File: config.mk
export PLATFORM = sky130hd
export DESIGN_NAME = deque_with_search_delete_core
export DESIGN_NICKNAME = d
export VERILOG_FILES = /design/src/rtl/dqsd_pkg.sv /design/src/rtl/deque_with_search_delete_core.sv /design/src/rtl/dqsd_ram.sv /design/src/rtl/dqsd_seq.sv
export SDC_FILE = /design/constraint.sdc
export NUM_CORES = 1
export LEC_CHECK = 0
export ABC_CLOCK_PERIOD_IN_PS = 6100
export BUFFER_PORTS_ARGS = -buffer_cell sky130_fd_sc_hd__clkbuf_2
export CAP_MARGIN = 30
export CORE_UTILIZATION = 55
export CTS_CLUSTER_SIZE = 20
export DETAILED_ROUTE_END_ITERATION = 8
export PLACE_DENSITY = 0.72
export SYNTH_ARGS = -nofsm -noshare
export SYNTH_HDL_FRONTEND = slang
export SYNTH_SLANG_ARGS = --single-unit
File: constraint.sdc
create_clock -name clk -period 6.1 [get_ports clk]
set_clock_uncertainty 0.05 [all_clocks]
set_input_delay 1.525 -clock clk [delete_from_list [all_inputs] [get_ports clk]]
set_output_delay 1.525 -clock clk [all_outputs]
set_load 0.01 [all_outputs]
File: src/rtl/dqsd_pkg.sv
// Package for the double-ended queue with search and delete.
// Holds opcode and status codes, field widths and the result record.
// No dependencies.
`timescale 1ns / 1ps

package dqsd_pkg;

	localparam int VALUE_W     = 32;
	localparam int OPCODE_W    = 3;
	localparam int STATUS_W    = 2;
	localparam int COUNT_OUT_W = 5;
	localparam int IN_TDATA_W  = 40;
	localparam int OUT_TDATA_W = 40;

	typedef enum logic [OPCODE_W-1:0] {
		OP_PUSH_FRONT = 3'd0,
		OP_PUSH_BACK  = 3'd1,
		OP_POP_FRONT  = 3'd2,
		OP_POP_BACK   = 3'd3,
		OP_DELETE     = 3'd4,
		OP_SEARCH     = 3'd5
	} opcode_t;

	typedef enum logic [STATUS_W-1:0] {
		ST_OK    = 2'd0,
		ST_EMPTY = 2'd1,
		ST_FULL  = 2'd2
	} status_t;

	typedef struct packed {
		logic signed [VALUE_W-1:0] popped_value;
		logic                      found;
		status_t                   status;
		logic [COUNT_OUT_W-1:0]    entry_count;
	} res_t;

endpackage

File: src/rtl/deque_with_search_delete_core.sv
// Top level of the bounded double-ended queue with search and delete.
// Depends on dqsd_pkg, dqsd_ram and dqsd_seq.
//
// Channel   Direction  Transaction contents
// s_*       in         opcode [2:0], value [34:3] (signed), zero fill [39:35]
// m_*       out        popped_value [31:0], found [32], status [34:33], entry_count [39:35]
//
// A transaction is accepted only while the sequencer is idle: a push or a spare opcode
// goes straight to the result, a pop first reads its entry, and the result then waits
// for the output register. Search and delete walk the entries front first through one read
// port and one compare, one entry at a time; a delete then closes the gap entry by entry.
// The worst case, a miss or a delete over a full deque, is set by the single memory port;
// no new transaction is accepted before the current one has handed over its result.
// Reset clears the control registers, not the entry store, which needs no clearing pass.
// The result register lets the next transaction be accepted while a result is stalled.
`timescale 1ns / 1ps

module deque_with_search_delete_core import dqsd_pkg::*; #(
	parameter int CAPACITY = 16
) (
	input  logic                   clk,
	input  logic                   arst_n,
	input  logic                   s_tvalid,
	output logic                   s_tready,
	input  logic [IN_TDATA_W-1:0]  s_tdata,   // opcode, value, zero fill
	output logic                   m_tvalid,
	input  logic                   m_tready,
	output logic [OUT_TDATA_W-1:0] m_tdata    // popped_value, found, status, entry_count
);

	// Index width for the ring, count width able to hold CAPACITY itself.
	localparam int IW = $clog2(CAPACITY);
	localparam int CW = $clog2(CAPACITY + 1);

	opcode_t                   in_opcode;
	logic signed [VALUE_W-1:0] in_value;
	logic                      res_valid;
	logic                      res_take;
	res_t                      res;
	logic                      ram_we;
	logic [IW-1:0]             ram_waddr;
	logic signed [VALUE_W-1:0] ram_wdata;
	logic [IW-1:0]             ram_raddr;
	logic signed [VALUE_W-1:0] ram_rdata;
	logic                      m_tvalid_q;
	logic [OUT_TDATA_W-1:0]    m_tdata_q;

	assign in_opcode = opcode_t'(s_tdata[OPCODE_W-1:0]);
	assign in_value  = s_tdata[OPCODE_W +: VALUE_W];

	// The sequencer hands over its result once the output register is free or draining.
	assign res_take = res_valid && (!m_tvalid_q || m_tready);

	dqsd_seq #(
		.CAPACITY (CAPACITY),
		.IW       (IW),
		.CW       (CW)
	) u_seq (
		.clk       (clk),
		.arst_n    (arst_n),
		.in_valid  (s_tvalid),
		.in_ready  (s_tready),
		.in_opcode (in_opcode),
		.in_value  (in_value),
		.res_valid (res_valid),
		.res_take  (res_take),
		.res       (res),
		.ram_we    (ram_we),
		.ram_waddr (ram_waddr),
		.ram_wdata (ram_wdata),
		.ram_raddr (ram_raddr),
		.ram_rdata (ram_rdata)
	);

	dqsd_ram #(
		.DEPTH (CAPACITY),
		.AW    (IW)
	) u_ram (
		.clk   (clk),
		.we    (ram_we),
		.waddr (ram_waddr),
		.wdata (ram_wdata),
		.raddr (ram_raddr),
		.rdata (ram_rdata)
	);

	// Output register: valid is control state, the payload is loaded only on hand-over.
	always_ff @(posedge clk or negedge arst_n) begin
		if (!arst_n) begin
			m_tvalid_q <= 1'b0;
		end else if (res_take) begin
			m_tvalid_q <= 1'b1;
		end else if (m_tready) begin
			m_tvalid_q <= 1'b0;
		end
	end

	always_ff @(posedge clk) begin
		if (res_take) begin
			m_tdata_q <= {res.entry_count, res.status, res.found, res.popped_value};
		end
	end

	assign m_tvalid = m_tvalid_q;
	assign m_tdata  = m_tdata_q;

endmodule

File: src/rtl/dqsd_ram.sv
// Entry store of the queue: one write port and one read port with registered read data.
// Depends on dqsd_pkg for the entry width.
`timescale 1ns / 1ps

module dqsd_ram import dqsd_pkg::*; #(
	parameter int DEPTH = 16,
	parameter int AW    = 4
) (
	input  logic                      clk,
	input  logic                      we,
	input  logic [AW-1:0]             waddr,
	input  logic signed [VALUE_W-1:0] wdata,
	input  logic [AW-1:0]             raddr,
	output logic signed [VALUE_W-1:0] rdata
);

	logic signed [VALUE_W-1:0] mem [DEPTH];

	always_ff @(posedge clk) begin
		if (we) begin
			mem[waddr] <= wdata;
		end
		rdata <= mem[raddr];
	end

endmodule

File: src/rtl/dqsd_seq.sv
// Sequencer of the queue: head pointer, count, the shared address unit and the
// shared equality compare, stepping scans and gap-closing shifts one entry at a time.
// Depends on dqsd_pkg and drives the dqsd_ram ports.
`timescale 1ns / 1ps

module dqsd_seq import dqsd_pkg::*; #(
	parameter int CAPACITY = 16,
	parameter int IW       = 4,
	parameter int CW       = 5
) (
	input  logic                      clk,
	input  logic                      arst_n,
	input  logic                      in_valid,
	output logic                      in_ready,
	input  opcode_t                   in_opcode,
	input  logic signed [VALUE_W-1:0] in_value,
	output logic                      res_valid,
	input  logic                      res_take,
	output res_t                      res,
	output logic                      ram_we,
	output logic [IW-1:0]             ram_waddr,
	output logic signed [VALUE_W-1:0] ram_wdata,
	output logic [IW-1:0]             ram_raddr,
	input  logic signed [VALUE_W-1:0] ram_rdata
);

	localparam int EXT_W = (CW > COUNT_OUT_W) ? CW : COUNT_OUT_W;
	localparam logic [IW:0] CAP_X = (IW+1)'(CAPACITY);
	localparam logic [IW-1:0] LAST_SLOT = IW'(CAPACITY - 1);
	localparam logic [CW-1:0] CAP_C = CW'(CAPACITY);

	typedef enum logic [2:0] {
		S_IDLE, S_RD, S_CMP, S_SH_RD, S_SH_WR, S_POP, S_DONE
	} state_t;

	state_t                    state_q;
	logic [IW-1:0]             head_q;
	logic [CW-1:0]             count_q;
	logic [CW-1:0]             idx_q;
	opcode_t                   op_q;
	logic signed [VALUE_W-1:0] val_q;
	logic signed [VALUE_W-1:0] popped_q;
	logic                      found_q;
	status_t                   status_q;

	logic          accept;
	logic [CW-1:0] lidx;
	logic [IW:0]   sum;
	logic [IW-1:0] phys;
	logic [IW-1:0] head_dec;
	logic [IW-1:0] head_inc;
	logic [CW-1:0] idx_inc;
	logic [CW-1:0] idx_inc2;
	logic [CW-1:0] count_dec;
	logic          match;
	logic [EXT_W-1:0] count_ext;

	assign accept    = in_valid && in_ready;
	assign in_ready  = (state_q == S_IDLE);
	assign res_valid = (state_q == S_DONE);
	assign idx_inc   = idx_q + 1'b1;
	assign idx_inc2  = idx_q + CW'(2);
	assign count_dec = count_q - 1'b1;
	assign head_dec  = (head_q == '0) ? LAST_SLOT : head_q - 1'b1;
	assign head_inc  = (head_q == LAST_SLOT) ? '0 : head_q + 1'b1;

	// Logical position chosen by the current step.
	always_comb begin
		case (state_q)
			S_IDLE: begin
				if (in_opcode == OP_POP_BACK) begin
					lidx = count_dec;
				end else if (in_opcode == OP_POP_FRONT) begin
					lidx = '0;
				end else begin
					lidx = count_q;
				end
			end
			S_SH_RD: lidx = idx_inc;
			default: lidx = idx_q;
		endcase
	end

	// Shared address unit: ring position of a logical index.
	always_comb begin
		sum = {1'b0, head_q} + (IW+1)'(lidx);
		if (sum >= CAP_X) begin
			sum = sum - CAP_X;
		end
		phys = sum[IW-1:0];
	end

	// Shared compare unit.
	assign match = (ram_rdata == val_q);

	assign ram_raddr = phys;
	assign ram_we = (accept && count_q != CAP_C &&
		(in_opcode == OP_PUSH_FRONT || in_opcode == OP_PUSH_BACK)) ||
		(state_q == S_SH_WR);
	assign ram_waddr = (state_q == S_IDLE && in_opcode == OP_PUSH_FRONT) ? head_dec : phys;
	assign ram_wdata = (state_q == S_IDLE) ? in_value : ram_rdata;

	assign count_ext = EXT_W'(count_q);
	assign res.popped_value = popped_q;
	assign res.found        = found_q;
	assign res.status       = status_q;
	assign res.entry_count  = count_ext[COUNT_OUT_W-1:0];

	always_ff @(posedge clk or negedge arst_n) begin
		if (!arst_n) begin
			state_q  <= S_IDLE;
			head_q   <= '0;
			count_q  <= '0;
			idx_q    <= '0;
			op_q     <= OP_PUSH_FRONT;
			found_q  <= 1'b0;
			status_q <= ST_OK;
			popped_q <= '0;
			val_q    <= '0;
		end else begin
			case (state_q)
				S_IDLE: begin
					if (accept) begin
						op_q     <= in_opcode;
						val_q    <= in_value;
						idx_q    <= '0;
						found_q  <= 1'b0;
						status_q <= ST_OK;
						popped_q <= '0;
						state_q  <= S_DONE;
						case (in_opcode)
							OP_PUSH_FRONT: begin
								if (count_q == CAP_C) begin
									status_q <= ST_FULL;
								end else begin
									head_q  <= head_dec;
									count_q <= count_q + 1'b1;
								end
							end
							OP_PUSH_BACK: begin
								if (count_q == CAP_C) begin
									status_q <= ST_FULL;
								end else begin
									count_q <= count_q + 1'b1;
								end
							end
							OP_POP_FRONT, OP_POP_BACK: begin
								if (count_q == '0) begin
									status_q <= ST_EMPTY;
								end else begin
									state_q <= S_POP;
								end
							end
							OP_DELETE, OP_SEARCH: begin
								if (count_q != '0) begin
									state_q <= S_RD;
								end
							end
							default: begin
								state_q <= S_DONE;
							end
						endcase
					end
				end
				S_POP: begin
					popped_q <= ram_rdata;
					count_q  <= count_dec;
					if (op_q == OP_POP_FRONT) begin
						head_q <= head_inc;
					end
					state_q <= S_DONE;
				end
				S_RD: begin
					state_q <= S_CMP;
				end
				S_CMP: begin
					if (match) begin
						found_q <= 1'b1;
						if (op_q == OP_SEARCH) begin
							state_q <= S_DONE;
						end else if (idx_inc == count_q) begin
							count_q <= count_dec;
							state_q <= S_DONE;
						end else begin
							state_q <= S_SH_RD;
						end
					end else if (idx_inc == count_q) begin
						state_q <= S_DONE;
					end else begin
						idx_q   <= idx_inc;
						state_q <= S_RD;
					end
				end
				S_SH_RD: begin
					state_q <= S_SH_WR;
				end
				S_SH_WR: begin
					idx_q <= idx_inc;
					if (idx_inc2 == count_q) begin
						count_q <= count_dec;
						state_q <= S_DONE;
					end else begin
						state_q <= S_SH_RD;
					end
				end
				S_DONE: begin
					if (res_take) begin
						state_q <= S_IDLE;
					end
				end
				default: begin
					state_q <= S_IDLE;
				end
			endcase
		end
	end

endmodule

==> flow_summary.toml <==
[outcome]
outcome = "completed"

[place]
numPortBuffers = 80
dpl.hpwl_mm = 35.74
gp_routability_congestion = 0.8430

[cts]
cts_buffer_depth = 3
cts_setup_buffers = 0
cts_hold_buf = 0
cts_tree = "yes"
cts-resized-gates = 0
clk_pin_slew_ps = 60
cts_max_level = 3
clock_sinks = 672
insertion_delay_ps = 600
cts_root_buf = "clkbuf_16"
cts_made_buffers = 68

[worst_hold_path]
hp-start = "u_seq.popped_q[6]"
hold_depth = 0
min_path_type = "reg2reg"

[yosys]
synth-main-ff-cell = "edfxtp_1"
synth_warnings = 0
syn_avg_cell_area_um2 = 16.86
netlist_area_mm2 = 0.02669
synth_seq_cells = 672
synthCells = 1583
ys_seq_area_share_pct = 72.75
synth_edf_count = 552
syn-num-nets = 1643
async_reset_ff_share_pct = 13.10
synth.distinct_cells = 58

[worst_setup_path]
worst_setup_path_start_kind = "flop"
startpoint = "u_seq.state_q[1]"
worstPathRequired_ps = 6340
worst_ep_arrival_time_ps = 5190
path_class = "reg2reg"
timing.rr.start = "u_seq.state_q[1]"
crit_fanout = 38
worst-r2r-cell-count = 10
end_kind = "flop"

[flow_run]
maxCapViolations = 0

[routing]
avgRoutedWirePerCell_um = 26.08
postRouteAntennaNets = 0
drt-total-wl_mm = 61.52
drt_iter0_drc = 1698
first_pass_iters = 5
drc = 0
vias = 14710
routed_via_density = 6.237

[grt]
grt_pass1_wl_mm = 91.98
grt_pass1_vias = 14800
antenna_found_initial = 0
grt_usage_pct = 25.51
gr-total-overflow = 0
grt_start_max_net_pins = 129

[layout]
n_antenna_cell = 0
syn2layout_area_growth_pct = 14.08
fin_nets = 1748
drive_gt1_share_pct = 24.83

[sta]
grt_setup_unrepaired = "no"
period_share_pct = 81.24
finalHoldViolations = 0
hold_slack_ps = 395.3
slew_headroom_pct = 30.83
worst_slew_pin_slew_ps = 1038
finalSetupViolations = 0
max_freq_ghz = 0.2018
maxSlewViolCount = 0
fin_crit_ps = 4955
tns_ps = 0

[floorplan]
die_w_um = 222.3
ios = 86
die_h_um = 222.3
start_util_pct = 55.79
die-area_mm2 = 0.04942
core-area_mm2 = 0.04785
rows = 80
[state kept, by name, summed over array words and instances, names as in the netlist, 4 cells and up]
name and cells:
m_tdata 40, u_ram.mem 512, u_ram.rdata 32, u_seq.count_ext 5, u_seq.head_q 4, u_seq.idx_q 5
u_seq.popped_q 32, u_seq.val_q 32
[cell families (layout without fill, tap and decap cells)]
logic type / count (synthesis) / after routing / synth area share [%]
AO/OA/AOI/OAI: 80 / 80 / 1.922
XOR/XNOR: 54 / 54 / 1.800
adder cells (fa/ha/maj): 16 / 16 / 0.7781
buffers and inverters: 106 / 267 / 1.702
flip-flops: 672 / 672 / 72.75
multiplexers: 167 / 167 / 12.42
AND/OR/NAND/NOR: 488 / 488 / 8.634
[critical path, cell delays in order (launching register included)]
cell	delay (ps)
dfrtp_1	660
or3_4	660
clkinv_1	310
a21oi_1	300
ha_4	180
inv_1	50
fa_4	650
mux2i_1	290
nand2_1	320
nor2_4	830
buf_4	320
[cell usage after synthesis (3+ instances only)]
master | count | share of area, %
nand2_1 | 189 | 2.7
o21ai_0 | 31 | 0.58
nand2b_1 | 6 | 0.14
mux2_2 | 33 | 1.4
buf_1 | 6 | 0.084
xnor2_1 | 36 | 1.2
buf_2 | 18 | 0.34
mux4_2 | 128 | 11
nand4_1 | 41 | 0.96
o211ai_1 | 4 | 0.11
a22oi_1 | 3 | 0.084
a21oi_1 | 16 | 0.30
a31oi_1 | 5 | 0.12
nor2b_1 | 6 | 0.14
buf_4 | 5 | 0.14
dfrtp_1 | 88 | 8.2
ha_1 | 15 | 0.70
nor4_1 | 3 | 0.070
nand3b_1 | 3 | 0.084
nor3_1 | 5 | 0.094
nand3_1 | 171 | 3.2
nor3_2 | 3 | 0.11
nor3b_1 | 3 | 0.084
xor2_1 | 17 | 0.56
inv_1 | 14 | 0.20
nor2_1 | 44 | 0.62
dfxtp_1 | 32 | 2.4
o41ai_1 | 3 | 0.098
edfxtp_1 | 552 | 62
clkbuf_1 | 61 | 0.86
mux2i_1 | 6 | 0.23
[path summary, 6_finish.rpt]
path / to / slack, ps
setup / recovery: u_ram.mem[11][25] / 1140
hold / removal: m_tdata[6] / 400
setup reg to reg: u_ram.mem[11][25] / 1140
hold reg to reg: m_tdata[6] / 400
max in group asynchronous: u_seq.val_q[16] / 4010
min in group asynchronous: u_seq.idx_q[1] / 890
[area by class of cell]
class | instances | area, µm²
clock buffer | 87 | 1877
inverter | 14 | 52.55
fill | 3290 | 17390
sequential | 672 | 19420
clock inverter | 39 | 412.9
tap | 615 | 769.5
timing repair buffer | 127 | 893.4
multi-input combinational | 805 | 7028
[placed cells by master (no fill, tap or decap), types with 6 or more instances in the layout]
master	synthesis	routed
o21ai_0	31	31
edfxtp_1	552	552
bufinv_16	0	7
nand4_1	41	41
clkinv_2	0	15
ha_1	15	14
dfrtp_1	88	88
mux2_2	33	33
xnor2_1	36	34
clkbuf_16	0	71
a21oi_1	16	16
inv_1	14	13
clkbuf_2	0	79
nor2_4	0	17
nand2_1	189	188
buf_12	0	11
clkinv_1	0	7
buf_4	5	37
nor2_1	44	27
xor2_1	17	15
dfxtp_1	32	32
nand2b_1	6	6
clkbuf_1	61	12
nand3_1	171	171
mux2i_1	6	6
nor2b_1	6	6
mux4_2	128	128
[routing by layer]
metal | part of all wire (%) | GRT usage [%]
met3 | 7.6 | 4.430
met5 | 0 | 0
met1 | 40 | 34.61
met4 | 3.5 | 10.55
met2 | 49 | 41.32
[metrics by stage]
step | cell area (µm²) | std cells | setup slack [ps] | utilization [%]
2_1_floorplan | 26690 | 1583 | 562.3 | -
4_1_cts | 30450 | 2359 | 1141 | 63.65
3_5_place_dp | 28160 | 2233 | 642.4 | 58.86
6_report | 30450 | 2359 | 1145 | 63.65
5_1_grt | 30450 | 2359 | 891.7 | 63.65
3_3_place_gp | 28160 | 2233 | 684.5 | 58.86
Power is left out: the tool's default activity adds up to more than one toggle a clock period on the data nets, which glitch-free logic cannot reach.
